File: config.mk
export PLATFORM = sky130hd
export DESIGN_NAME = ansi_sgr_stream_attribute_decoder_unit
export DESIGN_NICKNAME = d
export VERILOG_FILES = /design/src/rtl/asdu_pkg.sv /design/src/rtl/asdu_core.sv /design/src/rtl/asdu_outq.sv /design/src/rtl/ansi_sgr_stream_attribute_decoder_unit.sv
export VERILOG_INCLUDE_DIRS = /design/src /design/src/rtl
export SDC_FILE = /design/constraint.sdc
export NUM_CORES = 2
export LEC_CHECK = 0
export BUFFER_PORTS_ARGS = -buffer_cell sky130_fd_sc_hd__buf_2
export CAP_MARGIN = 5
export CORE_MARGIN = 2
export CORE_UTILIZATION = 30
export CTS_CLUSTER_DIAMETER = 150
export DETAILED_ROUTE_END_ITERATION = 10
export PLACE_DENSITY = 0.41
export REMOVE_ABC_BUFFERS = 1
export SLEW_MARGIN = 10
export SYNTH_ARGS = -nofsm -noshare
export SYNTH_HDL_FRONTEND = slang
export SYNTH_SLANG_ARGS = --single-unit
export TNS_END_PERCENT = 30
File: constraint.sdc
create_clock -name clk -period 13.9 [get_ports clk]
set_input_delay 3.475 -clock clk [delete_from_list [all_inputs] [get_ports clk]]
set_output_delay 3.475 -clock clk [all_outputs]
set_load 0.02 [all_outputs]
File: src/rtl/ansi_sgr_stream_attribute_decoder_unit_defines.svh
// Assertion macros for the decoder RTL, used by the result queue.
// Depends on nothing; users provide clk and arst_n in scope.
`ifndef ANSI_SGR_STREAM_ATTRIBUTE_DECODER_UNIT_DEFINES_SVH
`define ANSI_SGR_STREAM_ATTRIBUTE_DECODER_UNIT_DEFINES_SVH

// Checked property that is ignored while reset is asserted.
`define ASDU_ASSERT(lbl, prop, msg) \
	lbl: assert property (@(posedge clk) disable iff (!arst_n) prop) else $error(msg);

// Checked property that also holds during reset.
`define ASDU_ASSERT_ALWAYS(lbl, prop, msg) \
	lbl: assert property (@(posedge clk) prop) else $error(msg);

`endif

File: src/rtl/asdu_pkg.sv
// Types, constants and color functions of the SGR attribute decoder.
// Used by asdu_core, asdu_outq and the top level; depends on nothing.
package asdu_pkg;

	// Escape parser modes.
	typedef enum logic [2:0] {
		M_TEXT    = 3'd0,
		M_ESC     = 3'd1,
		M_CSI     = 3'd2,
		M_OSC     = 3'd3,
		M_OSCESC  = 3'd4,
		M_CHARSET = 3'd5
	} mode_t;

	// Result actions.
	typedef enum logic [1:0] {
		ACT_INSERT = 2'd0,
		ACT_CLEAR  = 2'd1,
		ACT_DELETE = 2'd2
	} action_t;

	// Configuration register indexes.
	localparam logic [1:0] CFG_DEFAULT_FG = 2'd0;
	localparam logic [1:0] CFG_DEFAULT_BG = 2'd1;

	localparam logic [23:0] RST_DEFAULT_FG = 24'hD8FFE4;
	localparam logic [23:0] RST_DEFAULT_BG = 24'h06121F;

	// Control characters.
	localparam logic [15:0] CH_BEL = 16'h0007;
	localparam logic [15:0] CH_BS  = 16'h0008;
	localparam logic [15:0] CH_TAB = 16'h0009;
	localparam logic [15:0] CH_LF  = 16'h000A;
	localparam logic [15:0] CH_CR  = 16'h000D;
	localparam logic [15:0] CH_ESC = 16'h001B;

	localparam logic [23:0] PAL_NORM [8] = '{
		24'h4D4D4D, 24'hF14C4C, 24'h23D18B, 24'hF5F543,
		24'h3B8EEA, 24'hD670D6, 24'h29B8DB, 24'hE5E5E5
	};
	localparam logic [23:0] PAL_BRIGHT [8] = '{
		24'h666666, 24'hFF6B6B, 24'h50FA7B, 24'hFFF56D,
		24'h69B4FF, 24'hFF79FF, 24'h6EFFFF, 24'hFFFFFF
	};

	typedef struct packed {
		logic [23:0] fg;
		logic [23:0] bg;
		logic        bgdef;
		logic        bold;
		logic        ul;
	} attr_t;

	// Pending extended color sequence (38/48 ; 5|2 ; ...).
	typedef struct packed {
		logic [2:0] cnt;
		logic       head_fg;
		logic       is5;
		logic [9:0] b2;
		logic [9:0] b3;
	} ext_t;

	typedef struct packed {
		ext_t  e;
		attr_t a;
	} push_res_t;

	typedef struct packed {
		action_t     action;
		logic [15:0] ch;
		logic [23:0] fg;
		logic [23:0] bg;
		logic        bgdef;
		logic        bold;
		logic        ul;
		logic        last;
	} res_t;

	// Cube step to channel level.
	function automatic logic [7:0] cube_level(input logic [2:0] x);
		logic [7:0] v;
		v = (x == 3'd0) ? 8'd0 : 8'(8'd55 + 8'(x) * 8'd40);
		return v;
	endfunction

	// 256-color index to RGB; indexes above 255 clamp.
	function automatic logic [23:0] color256(input logic [9:0] iw);
		logic [7:0]  i;
		logic [7:0]  c;
		logic [15:0] p6;
		logic [5:0]  q6;
		logic [10:0] p36;
		logic [2:0]  r;
		logic [2:0]  g;
		logic [2:0]  b;
		logic [7:0]  gv;
		logic [23:0] rgb;
		i   = (iw > 10'd255) ? 8'd255 : iw[7:0];
		c   = i - 8'd16;
		// Divide by 6 and by 36 through reciprocal multiplies.
		p6  = 16'(c) * 16'd171;
		q6  = p6[15:10];
		p36 = 11'(q6) * 11'd43;
		r   = p36[10:8];
		g   = 3'(q6 - 6'(r) * 6'd6);
		b   = 3'(c - 8'(q6) * 8'd6);
		gv  = 8'(8'd8 + 8'(i - 8'd232) * 8'd10);
		if (i < 8'd8) begin
			rgb = PAL_NORM[i[2:0]];
		end else if (i < 8'd16) begin
			rgb = PAL_BRIGHT[i[2:0]];
		end else if (i < 8'd232) begin
			rgb = {cube_level(r), cube_level(g), cube_level(b)};
		end else begin
			rgb = {gv, gv, gv};
		end
		return rgb;
	endfunction

	function automatic logic [7:0] sat255(input logic [9:0] v);
		logic [7:0] s;
		s = (v > 10'd255) ? 8'd255 : v[7:0];
		return s;
	endfunction

	function automatic attr_t set_color(input attr_t a, input logic head_fg,
			input logic [23:0] rgb);
		attr_t o;
		o = a;
		if (head_fg) begin
			o.fg = rgb;
		end else begin
			o.bg    = rgb;
			o.bgdef = 1'b0;
		end
		return o;
	endfunction

	// One plain SGR code applied to an attribute set.
	function automatic attr_t apply_code(input attr_t a, input logic [9:0] v,
			input logic [23:0] dfg, input logic [23:0] dbg);
		attr_t      o;
		logic [9:0] d30;
		logic [9:0] d90;
		logic [9:0] d40;
		logic [9:0] d100;
		o    = a;
		d30  = v - 10'd30;
		d90  = v - 10'd90;
		d40  = v - 10'd40;
		d100 = v - 10'd100;
		if (v == 10'd0) begin
			o = '{fg: dfg, bg: dbg, bgdef: 1'b1, bold: 1'b0, ul: 1'b0};
		end else if (v == 10'd1) begin
			o.bold = 1'b1;
		end else if (v == 10'd4) begin
			o.ul = 1'b1;
		end else if (v == 10'd22) begin
			o.bold = 1'b0;
		end else if (v == 10'd24) begin
			o.ul = 1'b0;
		end else if (v == 10'd39) begin
			o.fg = dfg;
		end else if (v == 10'd49) begin
			o.bg    = dbg;
			o.bgdef = 1'b1;
		end else if (v >= 10'd30 && v <= 10'd37) begin
			o.fg = a.bold ? PAL_BRIGHT[d30[2:0]] : PAL_NORM[d30[2:0]];
		end else if (v >= 10'd90 && v <= 10'd97) begin
			o.fg = PAL_BRIGHT[d90[2:0]];
		end else if (v >= 10'd40 && v <= 10'd47) begin
			o.bg    = PAL_NORM[d40[2:0]];
			o.bgdef = 1'b0;
		end else if (v >= 10'd100 && v <= 10'd107) begin
			o.bg    = PAL_BRIGHT[d100[2:0]];
			o.bgdef = 1'b0;
		end
		return o;
	endfunction

	// One finished parameter pushed through the extended color tracker.
	function automatic push_res_t push_param(input ext_t e, input attr_t a,
			input logic [9:0] v, input logic [23:0] dfg, input logic [23:0] dbg);
		push_res_t o;
		logic      is_ext;
		o.e    = e;
		o.a    = a;
		is_ext = (v == 10'd38) || (v == 10'd48);
		unique case (e.cnt)
			3'd0: begin
				if (is_ext) begin
					o.e.head_fg = (v == 10'd38);
					o.e.cnt     = 3'd1;
				end else begin
					o.a = apply_code(a, v, dfg, dbg);
				end
			end
			3'd1: begin
				if (v == 10'd5 || v == 10'd2) begin
					o.e.is5 = (v == 10'd5);
					o.e.cnt = 3'd2;
				end else if (is_ext) begin
					o.e.head_fg = (v == 10'd38);
					o.e.cnt     = 3'd1;
				end else begin
					o.e.cnt = 3'd0;
					o.a     = apply_code(a, v, dfg, dbg);
				end
			end
			3'd2: begin
				if (e.is5) begin
					o.a     = set_color(a, e.head_fg, color256(v));
					o.e.cnt = 3'd0;
				end else begin
					o.e.b2  = v;
					o.e.cnt = 3'd3;
				end
			end
			3'd3: begin
				o.e.b3  = v;
				o.e.cnt = 3'd4;
			end
			default: begin
				o.a     = set_color(a, e.head_fg,
					{sat255(e.b2), sat255(e.b3), sat255(v)});
				o.e.cnt = 3'd0;
			end
		endcase
		return o;
	endfunction

endpackage

File: src/rtl/asdu_core.sv
// Escape parser and attribute state of the SGR decoder; one code unit per step.
// Depends on asdu_pkg.
module asdu_core (
	input  logic                clk,
	input  logic                arst_n,
	input  logic                step,
	input  logic [15:0]         ch,
	input  logic                eot,
	input  logic                cfg_we,
	input  logic [1:0]          cfg_idx,
	input  logic [23:0]         cfg_wdata,
	output logic                res_a_vld,
	output asdu_pkg::res_t      res_a,
	output logic                res_b_vld,
	output asdu_pkg::res_t      res_b
);

	asdu_pkg::mode_t mode_q, n_mode;
	asdu_pkg::attr_t cur_q, n_cur;
	asdu_pkg::attr_t sh_q, n_sh;
	asdu_pkg::ext_t  ext_q, n_ext;
	logic [9:0]      acc_q, n_acc;
	logic            bad_q, n_bad;
	logic            pcr_q, n_pcr;
	logic            at_start_q, n_at_start;
	logic [23:0]     dfg_q, dbg_q;

	asdu_pkg::push_res_t pr;
	asdu_pkg::attr_t     fl;
	asdu_pkg::attr_t     cur_d;
	logic [9:0]          pval;
	logic [13:0]         prod;
	logic                as_eff;

	// Next state and results for the code unit in the input register.
	always_comb begin
		n_mode     = mode_q;
		n_cur      = cur_q;
		n_sh       = sh_q;
		n_ext      = ext_q;
		n_acc      = acc_q;
		n_bad      = bad_q;
		n_pcr      = 1'b0;
		n_at_start = 1'b0;
		pval       = bad_q ? 10'd0 : acc_q;
		pr         = asdu_pkg::push_param(ext_q, sh_q, pval, dfg_q, dbg_q);
		fl         = pr.a;
		prod       = 14'(acc_q) * 14'd10 + 14'(ch[3:0]);

		res_a_vld     = pcr_q && (ch != asdu_pkg::CH_LF);
		res_a         = '0;
		res_a.action  = asdu_pkg::ACT_CLEAR;
		res_b_vld     = 1'b0;
		res_b         = '0;
		res_b.action  = asdu_pkg::ACT_INSERT;
		res_b.last    = 1'b1;

		unique case (mode_q)
			asdu_pkg::M_ESC: begin
				if (ch == 16'h005B) begin
					n_mode = asdu_pkg::M_CSI;
					n_acc  = '0;
					n_bad  = 1'b0;
					n_ext.cnt = 3'd0;
					n_sh   = cur_q;
				end else if (ch == 16'h005D) begin
					n_mode = asdu_pkg::M_OSC;
				end else if (ch == 16'h0028 || ch == 16'h0029 || ch == 16'h0023
						|| ch == 16'h0025) begin
					n_mode = asdu_pkg::M_CHARSET;
				end else begin
					n_mode = asdu_pkg::M_TEXT;
				end
			end
			asdu_pkg::M_CHARSET: begin
				n_mode = asdu_pkg::M_TEXT;
			end
			asdu_pkg::M_OSC: begin
				if (ch == asdu_pkg::CH_BEL) begin
					n_mode = asdu_pkg::M_TEXT;
				end else if (ch == asdu_pkg::CH_ESC) begin
					n_mode = asdu_pkg::M_OSCESC;
				end
			end
			asdu_pkg::M_OSCESC: begin
				if (ch == 16'h005C || ch == asdu_pkg::CH_BEL) begin
					n_mode = asdu_pkg::M_TEXT;
				end else if (ch != asdu_pkg::CH_ESC) begin
					n_mode = asdu_pkg::M_OSC;
				end
			end
			asdu_pkg::M_CSI: begin
				if (ch >= 16'h0040 && ch <= 16'h007E) begin
					// Final byte: only 'm' commits the gathered attributes.
					if (ch == 16'h006D) begin
						if (pr.e.cnt >= 3'd3) begin
							fl = asdu_pkg::apply_code(fl, pr.e.b2, dfg_q, dbg_q);
						end
						if (pr.e.cnt == 3'd4) begin
							fl = asdu_pkg::apply_code(fl, pr.e.b3, dfg_q, dbg_q);
						end
						n_cur = fl;
					end
					n_sh      = pr.a;
					n_ext     = pr.e;
					n_ext.cnt = 3'd0;
					n_acc     = '0;
					n_bad     = 1'b0;
					n_mode    = asdu_pkg::M_TEXT;
				end else if (ch >= 16'h0030 && ch <= 16'h0039) begin
					n_acc = (prod > 14'd999) ? 10'd999 : prod[9:0];
				end else if (ch == 16'h003B) begin
					n_sh  = pr.a;
					n_ext = pr.e;
					n_acc = '0;
					n_bad = 1'b0;
				end else begin
					n_bad = 1'b1;
				end
			end
			default: begin
				// Plain text, also for codes that name no mode.
				n_mode = asdu_pkg::M_TEXT;
				if (ch == asdu_pkg::CH_ESC) begin
					n_mode = asdu_pkg::M_ESC;
				end else if (ch == asdu_pkg::CH_CR) begin
					if (eot) begin
						res_b_vld    = 1'b1;
						res_b.action = asdu_pkg::ACT_CLEAR;
					end else begin
						n_pcr = 1'b1;
					end
				end else if (ch == asdu_pkg::CH_BS) begin
					res_b_vld    = 1'b1;
					res_b.action = asdu_pkg::ACT_DELETE;
				end else if (ch == asdu_pkg::CH_TAB || ch == asdu_pkg::CH_LF
						|| ch >= 16'h0020) begin
					res_b_vld   = 1'b1;
					res_b.ch    = ch;
					res_b.fg    = cur_q.fg;
					res_b.bg    = cur_q.bg;
					res_b.bgdef = cur_q.bgdef;
					res_b.bold  = cur_q.bold;
					res_b.ul    = cur_q.ul;
				end
			end
		endcase

		res_a.last = !res_b_vld;

		// End of text returns the live attributes, mode and parameter state to the defaults.
		if (eot) begin
			n_cur      = '{fg: dfg_q, bg: dbg_q, bgdef: 1'b1, bold: 1'b0, ul: 1'b0};
			n_mode     = asdu_pkg::M_TEXT;
			n_acc      = '0;
			n_bad      = 1'b0;
			n_ext      = '0;
			n_pcr      = 1'b0;
			n_at_start = 1'b1;
		end

		as_eff = step ? n_at_start : at_start_q;

		// A register write after the step reloads the live color at text start.
		cur_d = step ? n_cur : cur_q;
		if (cfg_we && cfg_idx == asdu_pkg::CFG_DEFAULT_FG && as_eff) begin
			cur_d.fg = cfg_wdata;
		end
		if (cfg_we && cfg_idx == asdu_pkg::CFG_DEFAULT_BG && as_eff) begin
			cur_d.bg = cfg_wdata;
		end
	end

	// State registers.
	always_ff @(posedge clk or negedge arst_n) begin
		if (!arst_n) begin
			mode_q     <= asdu_pkg::M_TEXT;
			cur_q      <= '{fg: asdu_pkg::RST_DEFAULT_FG, bg: asdu_pkg::RST_DEFAULT_BG,
				bgdef: 1'b1, bold: 1'b0, ul: 1'b0};
			sh_q       <= '{fg: asdu_pkg::RST_DEFAULT_FG, bg: asdu_pkg::RST_DEFAULT_BG,
				bgdef: 1'b1, bold: 1'b0, ul: 1'b0};
			ext_q      <= '0;
			acc_q      <= '0;
			bad_q      <= 1'b0;
			pcr_q      <= 1'b0;
			at_start_q <= 1'b1;
			dfg_q      <= asdu_pkg::RST_DEFAULT_FG;
			dbg_q      <= asdu_pkg::RST_DEFAULT_BG;
		end else begin
			cur_q <= cur_d;
			if (step) begin
				mode_q     <= n_mode;
				sh_q       <= n_sh;
				ext_q      <= n_ext;
				acc_q      <= n_acc;
				bad_q      <= n_bad;
				pcr_q      <= n_pcr;
				at_start_q <= n_at_start;
			end
			if (cfg_we && cfg_idx == asdu_pkg::CFG_DEFAULT_FG) begin
				dfg_q <= cfg_wdata;
			end
			if (cfg_we && cfg_idx == asdu_pkg::CFG_DEFAULT_BG) begin
				dbg_q <= cfg_wdata;
			end
		end
	end

endmodule

File: src/rtl/asdu_outq.sv
// Four-entry result queue; takes up to two results per cycle, delivers one per cycle while out_stall is low.
// Depends on asdu_pkg and the assertion macros.
`include "ansi_sgr_stream_attribute_decoder_unit_defines.svh"
module asdu_outq (
	input  logic           clk,
	input  logic           arst_n,
	input  logic           push_a,
	input  asdu_pkg::res_t res_a,
	input  logic           push_b,
	input  asdu_pkg::res_t res_b,
	input  logic           out_stall,
	output logic           room,
	output logic           out_valid,
	output asdu_pkg::res_t out_res
);

	asdu_pkg::res_t mem_q [4];
	logic [1:0]     wr_q;
	logic [1:0]     rd_q;
	logic [2:0]     cnt_q;
	logic           pop;
	logic [1:0]     push_n;

	assign out_valid = (cnt_q != 3'd0);
	assign out_res   = mem_q[rd_q];
	assign pop       = out_valid && !out_stall;
	assign push_n    = 2'(push_a) + 2'(push_b);
	// Space for two more results once this cycle's beat leaves.
	assign room      = (cnt_q <= 3'd2) || (cnt_q == 3'd3 && pop);

	// Entry storage, compacted so a lone result takes the next slot.
	always_ff @(posedge clk) begin
		if (push_a) begin
			mem_q[wr_q] <= res_a;
			if (push_b) begin
				mem_q[wr_q + 2'd1] <= res_b;
			end
		end else if (push_b) begin
			mem_q[wr_q] <= res_b;
		end
	end

	// Pointers and fill count.
	always_ff @(posedge clk or negedge arst_n) begin
		if (!arst_n) begin
			wr_q  <= '0;
			rd_q  <= '0;
			cnt_q <= '0;
		end else begin
			wr_q  <= wr_q + push_n;
			rd_q  <= rd_q + 2'(pop);
			cnt_q <= cnt_q + 3'(push_n) - 3'(pop);
		end
	end

	`ASDU_ASSERT_ALWAYS(a_cnt_bound, cnt_q <= 3'd4, "result queue count above depth")
	`ASDU_ASSERT(a_no_overflow, (push_n != 2'd0) |-> (cnt_q - 3'(pop) <= 3'd2),
		"result queue written without room")
	`ASDU_ASSERT(a_pop_only, (pop && push_n == 2'd0) |=> (cnt_q == $past(cnt_q) - 3'd1),
		"result queue count did not drop on a lone beat")

endmodule

File: src/rtl/ansi_sgr_stream_attribute_decoder_unit.sv
// ANSI SGR attribute decoder, top level: input register, decode core, result queue.
// Each accepted code unit passes the input register and then the result queue.
// Throughput: one code unit per cycle while results drain; a unit that yields two
// results (pending CR clear plus its own) queues both, and the queue delivers them in turn.
// Reset (arst_n, asynchronous, low): plain text mode, register defaults, queue empty.
module ansi_sgr_stream_attribute_decoder_unit (
	input  logic        clk,
	input  logic        arst_n,
	input  logic        in_valid,
	output logic        in_stall,
	input  logic [15:0] char_code,
	input  logic        end_of_text,
	output logic        out_valid,
	input  logic        out_stall,
	output logic [1:0]  action,
	output logic [15:0] out_char,
	output logic [23:0] fg_rgb,
	output logic [23:0] bg_rgb,
	output logic        bg_is_default,
	output logic        bold_on,
	output logic        underline_on,
	output logic        last_of_run,
	input  logic        cfg_valid,
	output logic        cfg_ready,
	input  logic [1:0]  cfg_index,
	input  logic [23:0] cfg_data
);

	logic           vld_s1;
	logic [15:0]    ch_s1;
	logic           eot_s1;
	logic           room;
	logic           step;
	logic           accept;
	logic           a_vld;
	logic           b_vld;
	asdu_pkg::res_t res_a;
	asdu_pkg::res_t res_b;
	asdu_pkg::res_t out_res;

	assign cfg_ready = 1'b1;
	assign step      = vld_s1 && room;
	assign in_stall  = vld_s1 && !room;
	assign accept    = in_valid && !in_stall;

	// Input register.
	always_ff @(posedge clk or negedge arst_n) begin
		if (!arst_n) begin
			vld_s1 <= 1'b0;
		end else begin
			vld_s1 <= accept || (vld_s1 && !step);
		end
	end

	always_ff @(posedge clk) begin
		if (accept) begin
			ch_s1  <= char_code;
			eot_s1 <= end_of_text;
		end
	end

	asdu_core u_core (
		.clk       (clk),
		.arst_n    (arst_n),
		.step      (step),
		.ch        (ch_s1),
		.eot       (eot_s1),
		.cfg_we    (cfg_valid && cfg_ready),
		.cfg_idx   (cfg_index),
		.cfg_wdata (cfg_data),
		.res_a_vld (a_vld),
		.res_a     (res_a),
		.res_b_vld (b_vld),
		.res_b     (res_b)
	);

	asdu_outq u_outq (
		.clk       (clk),
		.arst_n    (arst_n),
		.push_a    (step && a_vld),
		.res_a     (res_a),
		.push_b    (step && b_vld),
		.res_b     (res_b),
		.out_stall (out_stall),
		.room      (room),
		.out_valid (out_valid),
		.out_res   (out_res)
	);

	assign action        = out_res.action;
	assign out_char      = out_res.ch;
	assign fg_rgb        = out_res.fg;
	assign bg_rgb        = out_res.bg;
	assign bg_is_default = out_res.bgdef;
	assign bold_on       = out_res.bold;
	assign underline_on  = out_res.ul;
	assign last_of_run   = out_res.last;

endmodule
==> impl_metrics.json <==
{
  "status": "finished clean",
  "fin_crit_sh_pct": 84.0,
  "min_path_cells": 1,
  "antenna_found_initial": 25,
  "maxCapViolCount": 0,
  "final_cell_mix": "627 x nand2_1, 353 x nor2_1, 340 x a21oi_1",
  "cts.repair.resized": 0,
  "ctsRootBufferMaster": "clkbuf_16",
  "routed_wl_um": 211000,
  "slowest_delay_ns": 0.69,
  "grt_max_degree": 73,
  "seq_area_frac_synth_pct": 35.6,
  "yosys.area.top_type_share_pct": 22.5,
  "port_buffers": 119,
  "detail-route-antenna-nets": 0,
  "powerDensity_mw_per_mm2": 149,
  "rr_worst_depth": 41,
  "fmax_ghz": 0.0856,
  "clockBufferDepth": 3,
  "netlist-cell-type-count": 122,
  "relSlewSlack_pct": 7.75,
  "dp.cells": 6204,
  "required_ns": 14.49,
  "first_iter_violations": 5827,
  "synth_flop_cell": "edfxtp_1",
  "report.final.slew_viol_count": 0,
  "fp.dieW_um": 365,
  "rsz0062_at_grt": "false",
  "critPathArrivalTime_ns": 12.26,
  "dr_total_vias": 39800,
  "core_area_mm2": 0.129,
  "dp.final_hpwl_um": 154000,
  "dr.pass1.iters": 6,
  "final_cells": 6329,
  "finalSetupViolCount": 0,
  "critPathSlowestCell": "dfrtp_1",
  "start_util_pct": 30.2,
  "grt_pass1_wl_um": 295000,
  "worstMarginPinSlew_ns": 1.38,
  "synth.largest_area_cell": "edfxtp_1",
  "critPathMaxFanout": 20,
  "htreeDepth": 3,
  "viasPerCell": 6.29,
  "synth_area_leaders": "edfxtp_1 22%, dfrtp_1 7.7%, nand2_1 6.0%",
  "die_h_um": 365,
  "cts.sinks": 496,
  "clock_skew_ns": 0.0469,
  "grt_overflow": 0,
  "cts_tree": "done",
  "grt_pass1_vias": 37100,
  "hold_viol_final": 0,
  "drive_above_1_share_pct": 14.2,
  "crit_type": "reg2reg",
  "fin_nets": 4745,
  "grt_usage_pct": 31.0,
  "worstSetupStartpointType": "flip-flop",
  "fin_crit_ns": 11.68,
  "std_cell_rows": 132,
  "final_common_cell": "nand2_1",
  "p_leak_nw": 16.6,
  "cts_buffers": 66,
  "pin_count": 121,
  "synth_cells": 4553,
  "drc": 0,
  "setup_tns_ns": 0,
  "place_congestion": 1.04,
  "avgSynthCellArea_um2": 8.60,
  "area_growth_pct": 12.2,
  "die_area_mm2": 0.133,
  "async_flop_share_pct": 40.1,
  "wl_per_cell_um": 33.3,
  "ys_ff_latch": 496,
  "synth_area_mm2": 0.0392,
  "cts_setup_buffers": 0,
  "cp-end-kind": "flip-flop",
  "clk_pin_slew_ns": 0.06,
  "postCtsHoldBufs": 0,
  "clock_latency_ns": 0.69,
  "ir_drop_v": 0.0000912,
  "hold_class": "reg2reg",
  "yosys_warnings": 0,
  "synth-edff-count": 293
}
power breakdown:
group          internal [W]  switching, W
Sequential          0.00192      0.000459
Combinational      0.000845       0.00157
Clock               0.00103      0.000745
Total               0.00379       0.00277
synthesized netlist by cell type (18+ instances only):
library cell  number
a211oi_1          64
a21boi_0          25
a21o_1            25
a21oi_1          340
a221o_1           20
a221oi_1          44
a22oi_1           47
a31oi_1           84
and2_1           284
and3_1            21
buf_1             30
buf_2             42
clkbuf_1         269
dfrtp_1          121
dfstp_2           78
edfxtp_1         293
fa_1              24
ha_1             143
inv_1            127
mux2i_1           26
mux4_2            72
nand2_1          628
nand2b_1          28
nand3_1          108
nand4_1           31
nor2_1           360
nor2b_1           41
nor3_1            81
nor4_1            19
o2111ai_1         18
o211ai_1          63
o21a_1            24
o21ai_0          336
o221ai_1          33
o22ai_1           60
o311ai_0          18
o31ai_1           47
or3_1             20
xnor2_1           24
stage by stage:
step	total power, W	worst slack [ns]	utilization (%)	area (um2)	hold WS, ns
after floorplan	0.00366	3.39	-	37700	0.441
after global placement	0.00481	2.42	32.2	41700	0.454
after detailed placement	0.00480	2.31	32.2	41700	0.460
after CTS	0.00660	2.26	33.9	43900	0.474
after global routing	0.00689	1.33	33.9	43900	0.479
final	0.00656	2.22	33.9	44000	0.474
routing by layer:
layer | vias to the layer above | GRT usage [%] | share of wire (%)
met5 | - | 0 | 0.046
met4 | 14 | 19.4 | 7.5
met3 | 620 | 7.51 | 10
met2 | 2609 | 44.2 | 41
met1 | 19600 | 41.8 | 41
li1 | 17000 | - | -
worst max-delay path, delay by kind of cell (launching register included):
| kind | cells | cell delay, ns |
|---|---|---|
| compound gates | 12 | 3.13 |
| xor+xnor | 4 | 1.00 |
| fa+ha+maj | 12 | 4.68 |
| buf+inv | 7 | 0.72 |
| flops | 1 | 0.69 |
| simple gates | 6 | 1.33 |
kinds of logic after synthesis:
| kind of cell | share of synthesized area [%] |
|---|---|
| AND/OR/NAND/NOR | 21.3 |
| XOR/XNOR | 1.07 |
| adder cells (fa/ha/maj) | 5.80 |
| other | 0.00958 |
| buffers and inverters | 5.02 |
| AO/OA/AOI/OAI | 25.8 |
| multiplexers | 5.29 |
| flip-flops | 35.6 |
sequential cells by signal, summed over array words and instances, names as in the netlist, 10 cells and up:
register	cells
u_outq.mem_q	280
u_core.cur_q	51
u_core.sh_q	51
u_core.ext_q	25
u_core.dbg_q	24
u_core.dfg_q	24
ch_s1	16
u_core.acc_q	10
final timing paths:
| path | from | end | slack (ns) |
|---|---|---|---|
| setup / recovery | u_core.acc_q[9] | u_core.cur_q[18] | 2.22 |
| hold / removal | u_outq.mem_q[3][0] | u_outq.mem_q[3][0] | 0.47 |
| setup reg to reg | u_core.acc_q[9] | u_core.cur_q[18] | 2.22 |
| hold reg to reg | u_outq.mem_q[3][0] | u_outq.mem_q[3][0] | 0.47 |
| max in group asynchronous | arst_n | u_core.sh_q[1] | 9.34 |
| min in group asynchronous | arst_n | u_core.dbg_q[20] | 2.79 |
layout make-up:
class / instances / area (um2)
fillers: 13600 / 85500
multi-input cells: 3564 / 23400
flip-flops and latches: 496 / 14000
well taps: 1742 / 2180
clock buffers: 101 / 1920
repair buffers: 266 / 1710
inverters: 136 / 510
clock inverters: 21 / 278
diodes: 3 / 7.51
(Power assumes the default switching activity.)
